$ cat src/lru_page_replacement_defines.svh
// assertion macros for the lru page replacement block
// used by the front and back modules; no other dependencies
`ifndef LRU_PAGE_REPLACEMENT_DEFINES_SVH
`define LRU_PAGE_REPLACEMENT_DEFINES_SVH

`ifndef NO_ASSERTIONS
`define LRU_ASSERT(lbl, clk, rst, prop) \
   lbl: assert property (@(posedge clk) disable iff (rst) prop) \
      else $error("lru assertion failed");
`define LRU_ASSERT_ALWAYS(lbl, clk, prop) \
   lbl: assert property (@(posedge clk) prop) \
      else $error("lru assertion failed");
`else
`define LRU_ASSERT(lbl, clk, rst, prop)
`define LRU_ASSERT_ALWAYS(lbl, clk, prop)
`endif

`endif

$ cat src/lru_pkg.sv
// shared constants and payload types for the lru page replacement block
// no dependencies
`default_nettype none

package lru_pkg;

   localparam int MAX_FRAMES_DEF = 8;
   localparam int PAGE_BITS      = 16;
   localparam int COUNT_BITS     = 32;
   localparam int CSR_BITS       = 4;
   localparam int QUEUE_DEPTH    = 2;
   localparam logic [CSR_BITS-1:0] FRAMES_RESET = 4'd8;

   typedef struct packed {
      logic [PAGE_BITS-1:0] page_number;
      logic                 restart;
   } req_type;

   typedef struct packed {
      logic                  is_hit;
      logic                  evict_valid;
      logic [PAGE_BITS-1:0]  evicted_page;
      logic [COUNT_BITS-1:0] hit_total;
      logic [COUNT_BITS-1:0] miss_total;
   } rsp_type;

   typedef struct packed {
      logic    valid;
      req_type req;
   } item_type;

endpackage

`default_nettype wire

$ cat src/lru_fe.sv
// front end: takes request transfers and queues them for the back end
// depends on lru_pkg and lru_page_replacement_defines.svh
`default_nettype none
`include "lru_page_replacement_defines.svh"

module lru_fe (
   input  wire logic             clock,
   input  wire logic             reset,
   input  wire logic             start,
   output logic                  busy,
   input  wire lru_pkg::req_type req_payload,
   output lru_pkg::item_type     item
);

   lru_pkg::req_type q_ff [lru_pkg::QUEUE_DEPTH];
   logic       wr_ptr_ff, wr_ptr_in;
   logic       rd_ptr_ff, rd_ptr_in;
   logic [1:0] cnt_ff, cnt_in;
   logic       push, pop;

   assign busy = (cnt_ff == 2'(lru_pkg::QUEUE_DEPTH));
   assign push = start && !busy;
   assign pop  = (cnt_ff != 2'd0);

   assign item.valid = pop;
   assign item.req   = q_ff[rd_ptr_ff];

   always_comb begin
      wr_ptr_in = push ? ~wr_ptr_ff : wr_ptr_ff;
      rd_ptr_in = pop ? ~rd_ptr_ff : rd_ptr_ff;
      cnt_in    = cnt_ff + 2'(push) - 2'(pop);
   end

   always_ff @(posedge clock) begin
      if (reset) begin
         wr_ptr_ff <= 1'b0;
         rd_ptr_ff <= 1'b0;
         cnt_ff    <= 2'd0;
      end else begin
         wr_ptr_ff <= wr_ptr_in;
         rd_ptr_ff <= rd_ptr_in;
         cnt_ff    <= cnt_in;
      end
   end

   always_ff @(posedge clock) begin
      if (push) begin
         q_ff[wr_ptr_ff] <= req_payload;
      end
   end

   `LRU_ASSERT(a_fe_cnt_bound, clock, reset, cnt_ff <= 2'(lru_pkg::QUEUE_DEPTH))
   `LRU_ASSERT(a_fe_drain, clock, reset, (pop && !push) |=> (cnt_ff == $past(cnt_ff) - 2'd1))
   `LRU_ASSERT(a_fe_ptr_gap, clock, reset, (cnt_ff == 2'd0) |-> (wr_ptr_ff == rd_ptr_ff))

endmodule

`default_nettype wire

$ cat src/lru_be.sv
// back end: recency list, hit and miss counters, result register
// depends on lru_pkg and lru_page_replacement_defines.svh
`default_nettype none
`include "lru_page_replacement_defines.svh"

module lru_be #(
   parameter int MAX_FRAMES = lru_pkg::MAX_FRAMES_DEF
) (
   input  wire logic                          clock,
   input  wire logic                          reset,
   input  wire logic [lru_pkg::CSR_BITS-1:0]  frames_in_use,
   input  wire lru_pkg::item_type             item,
   output logic                               rsp_valid,
   output lru_pkg::rsp_type                   rsp_payload
);

   localparam int CNT_W = $clog2(MAX_FRAMES + 1);
   localparam int LIM_W = (CNT_W > lru_pkg::CSR_BITS) ? CNT_W : lru_pkg::CSR_BITS;
   localparam int PB    = lru_pkg::PAGE_BITS;
   localparam int CB    = lru_pkg::COUNT_BITS;

   logic [PB-1:0]    list_ff [MAX_FRAMES];
   logic [PB-1:0]    list_in [MAX_FRAMES];
   logic [CNT_W-1:0] occ_ff, occ_in;
   logic [CB-1:0]    hit_ff, hit_in;
   logic [CB-1:0]    miss_ff, miss_in;
   logic             rsp_valid_ff;
   lru_pkg::rsp_type rsp_ff, rsp_in;

   logic [LIM_W-1:0]      limit;
   logic [LIM_W-1:0]      occ;
   logic [CB-1:0]         hit_base, miss_base;
   logic [MAX_FRAMES-1:0] match, from_pos;
   logic                  hit, evict, do_shift;
   logic [PB-1:0]         page;

   always_comb begin
      limit = LIM_W'(frames_in_use);
      if (limit == '0) begin
         limit = LIM_W'(1);
      end
      if (limit > LIM_W'(MAX_FRAMES)) begin
         limit = LIM_W'(MAX_FRAMES);
      end

      page      = item.req.page_number;
      occ       = item.req.restart ? '0 : LIM_W'(occ_ff);
      hit_base  = item.req.restart ? '0 : hit_ff;
      miss_base = item.req.restart ? '0 : miss_ff;

      for (int i = 0; i < MAX_FRAMES; i++) begin
         match[i] = (LIM_W'(i) < occ) && (list_ff[i] == page);
      end
      hit = |match;
      from_pos[0] = match[0];
      for (int i = 1; i < MAX_FRAMES; i++) begin
         from_pos[i] = from_pos[i-1] | match[i];
      end

      evict    = !hit && (occ >= limit);
      do_shift = hit || evict;

      for (int i = 0; i < MAX_FRAMES; i++) begin
         list_in[i] = list_ff[i];
         if (do_shift) begin
            if (LIM_W'(i) + LIM_W'(1) == occ) begin
               list_in[i] = page;
            end else if ((!hit || from_pos[i]) && (LIM_W'(i) + LIM_W'(1) < occ)) begin
               list_in[i] = list_ff[(i + 1) % MAX_FRAMES];
            end
         end else if (LIM_W'(i) == occ) begin
            list_in[i] = page;
         end
      end

      occ_in  = do_shift ? CNT_W'(occ) : CNT_W'(occ + LIM_W'(1));
      hit_in  = hit_base;
      miss_in = miss_base;
      if (hit) begin
         hit_in = (hit_base == '1) ? hit_base : hit_base + CB'(1);
      end else begin
         miss_in = (miss_base == '1) ? miss_base : miss_base + CB'(1);
      end

      rsp_in.is_hit       = hit;
      rsp_in.evict_valid  = evict;
      rsp_in.evicted_page = evict ? list_ff[0] : '0;
      rsp_in.hit_total    = hit_in;
      rsp_in.miss_total   = miss_in;
   end

   always_ff @(posedge clock) begin
      if (reset) begin
         occ_ff       <= '0;
         hit_ff       <= '0;
         miss_ff      <= '0;
         rsp_valid_ff <= 1'b0;
      end else begin
         rsp_valid_ff <= item.valid;
         if (item.valid) begin
            occ_ff  <= occ_in;
            hit_ff  <= hit_in;
            miss_ff <= miss_in;
         end
      end
   end

   always_ff @(posedge clock) begin
      if (item.valid) begin
         rsp_ff <= rsp_in;
         for (int i = 0; i < MAX_FRAMES; i++) begin
            list_ff[i] <= list_in[i];
         end
      end
   end

   assign rsp_valid   = rsp_valid_ff;
   assign rsp_payload = rsp_ff;

   `LRU_ASSERT(a_be_occ_bound, clock, reset, occ_ff <= CNT_W'(MAX_FRAMES))
   `LRU_ASSERT(a_be_result_follows, clock, reset, item.valid |=> rsp_valid_ff)
   `LRU_ASSERT(a_be_hit_no_evict, clock, reset, rsp_valid_ff |-> !(rsp_ff.is_hit && rsp_ff.evict_valid))
   `LRU_ASSERT(a_be_occ_nonzero, clock, reset, rsp_valid_ff |-> (occ_ff != '0))
   `LRU_ASSERT_ALWAYS(a_be_idle_after_reset, clock, (!reset && $past(reset)) |-> !rsp_valid_ff)

endmodule

`default_nettype wire

$ cat src/lru_page_replacement.sv
// lru page replacement block: frame count register, request queue, recency list
// result path: the start transfer is held in the queue stage, then the result register raises the result strobe
// throughput: one reference per cycle, set by the combinational compare and shift of the list
// the result side cannot stall; busy stays low since the back end takes a queued transfer each cycle
// reset clears occupancy, both counters and the queue; frames_in_use returns to 8
// depends on lru_pkg, lru_fe, lru_be
`default_nettype none

module lru_page_replacement #(
   parameter int MAX_FRAMES = lru_pkg::MAX_FRAMES_DEF
) (
   input  wire logic                         clock,
   input  wire logic                         reset,
   input  wire logic                         start,
   output logic                              busy,
   input  wire lru_pkg::req_type             req_payload,
   output logic                              rsp_valid,
   output lru_pkg::rsp_type                  rsp_payload,
   input  wire logic                         csr_we,
   input  wire logic [lru_pkg::CSR_BITS-1:0] csr_wdata
);

   logic [lru_pkg::CSR_BITS-1:0] frames_ff, frames_in;
   lru_pkg::item_type            item;

   assign frames_in = csr_we ? csr_wdata : frames_ff;

   always_ff @(posedge clock) begin
      if (reset) begin
         frames_ff <= lru_pkg::FRAMES_RESET;
      end else begin
         frames_ff <= frames_in;
      end
   end

   lru_fe u_fe (
      .clock       (clock),
      .reset       (reset),
      .start       (start),
      .busy        (busy),
      .req_payload (req_payload),
      .item        (item)
   );

   lru_be #(
      .MAX_FRAMES (MAX_FRAMES)
   ) u_be (
      .clock         (clock),
      .reset         (reset),
      .frames_in_use (frames_ff),
      .item          (item),
      .rsp_valid     (rsp_valid),
      .rsp_payload   (rsp_payload)
   );

endmodule

`default_nettype wire
$ cat config.mk
export PLATFORM = sky130hd
export DESIGN_NAME = lru_page_replacement
export DESIGN_NICKNAME = d
export VERILOG_FILES = /design/src/lru_pkg.sv /design/src/lru_fe.sv /design/src/lru_be.sv /design/src/lru_page_replacement.sv
export VERILOG_INCLUDE_DIRS = /design/src /design/src/src
export SDC_FILE = /design/constraint.sdc
export NUM_CORES = 1
export LEC_CHECK = 0
export BUFFER_PORTS_ARGS = -buffer_cell sky130_fd_sc_hd__buf_4
export CAP_MARGIN = 40
export CORE_ASPECT_RATIO = 1.2
export CORE_MARGIN = 5
export CORE_UTILIZATION = 28
export DETAILED_ROUTE_END_ITERATION = 6
export SLEW_MARGIN = 20
export SYNTH_ARGS = -nofsm -noshare
export SYNTH_HDL_FRONTEND = slang
export SYNTH_HIERARCHICAL = 1
export SYNTH_SLANG_ARGS = --single-unit
$ cat constraint.sdc
create_clock -name clock -period 6.8 [get_ports clock]
set_input_delay 1.7 -clock clock [delete_from_list [all_inputs] [get_ports clock]]
set_output_delay 1.7 -clock clock [all_outputs]
set_load 0.01 [all_outputs]
==> metrics.csv <==
stage;metric;value;unit
run_status;status;finished, final reports clean;
worst_setup_path;crit_chain;mux2_2 -> inv_2 -> buf_4 -> nand2_1 -> inv_1 -> ha_1 -> a21o_1 -> a21oi_1 -> inv_1 -> nor3_4 -> or2_1 -> o221a_2;
clock_tree;cts.repair.resized;0;
synth;syn-instance-count;1494;
synth;yosys.area.top_type;edfxtp_1;
sta;final_max_slew_viol_count;0;
sta;finalHoldViolations;0;
pwr;p_sw_frac;0.246;
detailed_routing;wirelength;47.5;mm
worst_setup_path;worst_path_max_delay_cell;dfxtp_1;
cells_and_area;multi_input_area;7460;um2
sta;worst_pin_slew;0.834;ns
sta;finalCritPeriodShare;0.821;
synth;synth_flop_cell;edfxtp_1;
detailed_routing;vias;12100;
synth;ys.warnings.count;6;
floorplan;initial_core_util;0.283;
global_routing;grt_antenna_before_repair;0;
floorplan;die_h;279;um
synth;syn-num-nets;1529;
sta;fmax;0.179;GHz
detailed_routing;drt_iter0_markers;1018;
clock_tree;cts_tree;yes;
sta;finalSetupViolCount;0;
synth;synth.area.top_cells;edfxtp_1 43%, mux2_2 9.8%, dfxtp_1 9.2%;
cells_and_area;nFillCells;5987;
clock_tree;numClockSinks;322;
synth;ys_ff_latch;322;
flow_run;maxCapViolations;0;
cells_and_area;final_util;0.329;
clock_tree;postCtsSetupBuffers;0;
clock_tree;cts-root-buf;clkbuf_16;
clock_tree;h-tree-depth;2;
detailed_routing;wl_per_cell;19.9;um
synth;synth_edf_count;244;
sta;final.setup.tns;0;ns
floorplan;ios;109;
worst_setup_path;reg2reg_setup_slack;1.21;ns
worst_setup_path;reg2reg_depth;12;
placed_design;hpwl;32.7;mm
cells_and_area;diodes;0;
synth;syn_area;16900;um2
floorplan;num_rows;98;
clock_tree;cts_hold_buf;0;
worst_setup_path;cp-end-kind;flip-flop;
worst_setup_path;worstPathMaxFanout;31;
worst_hold_path;hold_path_startpoint;u_fe/cnt_ff[0];
global_routing;grt_pass1_wl;72.9;mm
worst_hold_path;whs_path_depth;2;
worst_setup_path;arrival;5.78;ns
detailed_routing;viasPerCell;5.09;
worst_hold_path;hold_end;u_fe/cnt_ff[1];
synth;ys_seq_area_frac;0.525;
detailed_routing;ant_nets;0;
clock_tree;cts_buffers;34;
sta;grt_setup_unrepaired;no;
sta;fin_skew;0.0331;ns
floorplan;dieWidth;235;um
pwr;p_clk_frac;0.406;
cells_and_area;area_growth;16.2;%
global_routing;overflow;0;
synth;synth_top_area_frac;0.432;
detailed_routing;drc;0;
pwr;total_leakage_power;6.47;nW
synth;synth_cell_type_count;82;
worst_setup_path;crit_path_start_kind;flip-flop;
synth;async_flop_share;0;
detailed_routing;drtPass1Iterations;6;
pwr;net-switching-power;1.13;mW
worst_setup_path;worst-setup-path-type;reg -> reg;
floorplan;die-area;65600;um2
cells_and_area;drive_gt1_frac;0.234;
pwr;p_comb_frac;0.110;
global_routing;grt_pass1_vias;12200;
worst_setup_path;cpMostUsedCell;inv_1;
clock_tree;clk_path_buf_depth;3;
worst_setup_path;cp.required;6.99;ns
pwr;intPower;3.46;mW
pwr;irDropWorstVdd;137;uV
sta;post-route-min-period;5.59;ns
sta;relSlewSlack;0.444;
global_routing;grt_max_degree;67;
pwr;power_density;233;nW/um2
clock_tree;clock_latency;0.56;ns
placed_design;io_buffers;108;
worst_hold_path;hp-class;reg -> reg;
synth;synth_area_per_cell;11.3;um2
placed_design;gp_congestion;0.890;
global_routing;grtUsageTotal;0.141;
worst_setup_path;worstReg2RegEnd;u_be/list_ff[1][13];
cells_and_area;nets;1593;
worst_setup_path;critical-path-max-stage-delay;0.79;ns
cells_and_area;final-seq-area;8890;um2
pwr;seq_power_share;0.484;
floorplan;core_area;59800;um2
clock_tree;clkSlewWorstSetupHoldPaths;0.06;ns
## final cells by class
type | instances | share of cell area
multi-input cells | 1040 | 0.379
flip-flops and latches | 322 | 0.451
well taps | 800 | 0.0508
repair buffers | 141 | 0.0588
clock buffers | 43 | 0.0449
clock inverters | 19 | 0.0112
inverters | 19 | 0.00362
## cells in the final DEF, fill, tap and decap left out, types with 20 or more instances in the layout
cell / n
a31oi_1: 42
nand4_1: 48
nand2_1: 116
or3_1: 22
edfxtp_1: 244
nor2_1: 63
buf_4: 127
and3_1: 37
dfxtp_1: 78
or4_1: 38
a21oi_1: 30
clkbuf_16: 34
xnor2_1: 122
nor4_1: 20
xor2_1: 37
nor3_1: 22
o21ai_0: 35
mux2_2: 148
nor2b_1: 41
nand3_1: 52
## metal layers
metal,vias to the layer above,part of all wire,track usage
met5,-,0,0
met1,5930,0.40,0.169
met2,387,0.51,0.251
met4,0,0.041,0.0583
met3,96,0.048,0.0211
li1,5730,-,-
## per-stage QoR
stage                     worst slack [ns]  hold slack (ns)  cell area (um2)  power [mW]  instances
after detailed placement              1.31            0.454            18400        2.76       2313
after global routing                 0.909            0.482            19700        4.77       2384
after global placement                1.46            0.433            18400        2.75       2307
after CTS                             1.22            0.459            19500        4.65       2375
after floorplan                       1.19            0.420            16900        2.61       1494
final                                 1.21            0.456            19700        4.59       2384
## cells in the mapped netlist, drive strengths merged, types with 10 or more instances
cell type,n
or3,22
nand4,48
nand3,52
nand2,116
a31oi,43
nor2b,43
nand2b,13
xnor2,122
o311ai,12
dfxtp,78
clkbuf,45
o31ai,14
a21oi,32
nor3,25
and3,37
inv,19
xor2,37
nor4,22
ha,10
nor2,67
o21ai,37
or2,11
buf,68
edfxtp,244
mux2,148
or4,38
## worst max-delay path by stage
stage                          endpoint
floorplan           u_be/list_ff[0][32]
global placement    u_be/list_ff[1][14]
detailed placement  u_be/list_ff[1][11]
CTS                  u_be/list_ff[1][3]
global route         u_be/list_ff[1][3]
finish              u_be/list_ff[1][13]
## worst max-delay path: cells and delay by family (launching register included)
| family | cells | cell delay (ns) |
|---|---|---|
| AOI/OAI and AO/OA | 3 | 1.11 |
| adders and majority gates | 1 | 0.24 |
| buffers and inverters | 4 | 0.93 |
| DFF | 1 | 0.79 |
| muxes | 1 | 0.54 |
| and+or+nand+nor | 3 | 1.60 |
## state kept, by name, indices dropped and copies added, names as in the netlist, named ones only
name and count:
frames_ff 4, u_be/hit_ff 32, u_be/list_ff 128, u_be/miss_ff 32, u_be/occ_ff 4, u_be/rsp_payload 82
u_be/rsp_valid 1, u_fe/cnt_ff 2, u_fe/q_ff 34, u_fe/rd_ptr_ff 1, u_fe/wr_ptr_ff 1
## cell families after synthesis
group | share of synthesized area
compound gates | 0.0798
xor+xnor | 0.0822
fa+ha+maj | 0.00738
buf+inv | 0.0366
flops | 0.525
mux | 0.102
simple gates | 0.168
## power groups by stage
| stage | combinational [mW] | clock, mW | sequential [mW] |
|---|---|---|---|
| floorplan | 0.357 | 0 | 2.26 |
| global placement | 0.485 | 0 | 2.27 |
| detailed placement | 0.497 | 0 | 2.27 |
| CTS | 0.501 | 1.92 | 2.23 |
| global route | 0.543 | 1.99 | 2.23 |
| finish | 0.506 | 1.86 | 2.22 |
Power figures use the tool's default switching activity.
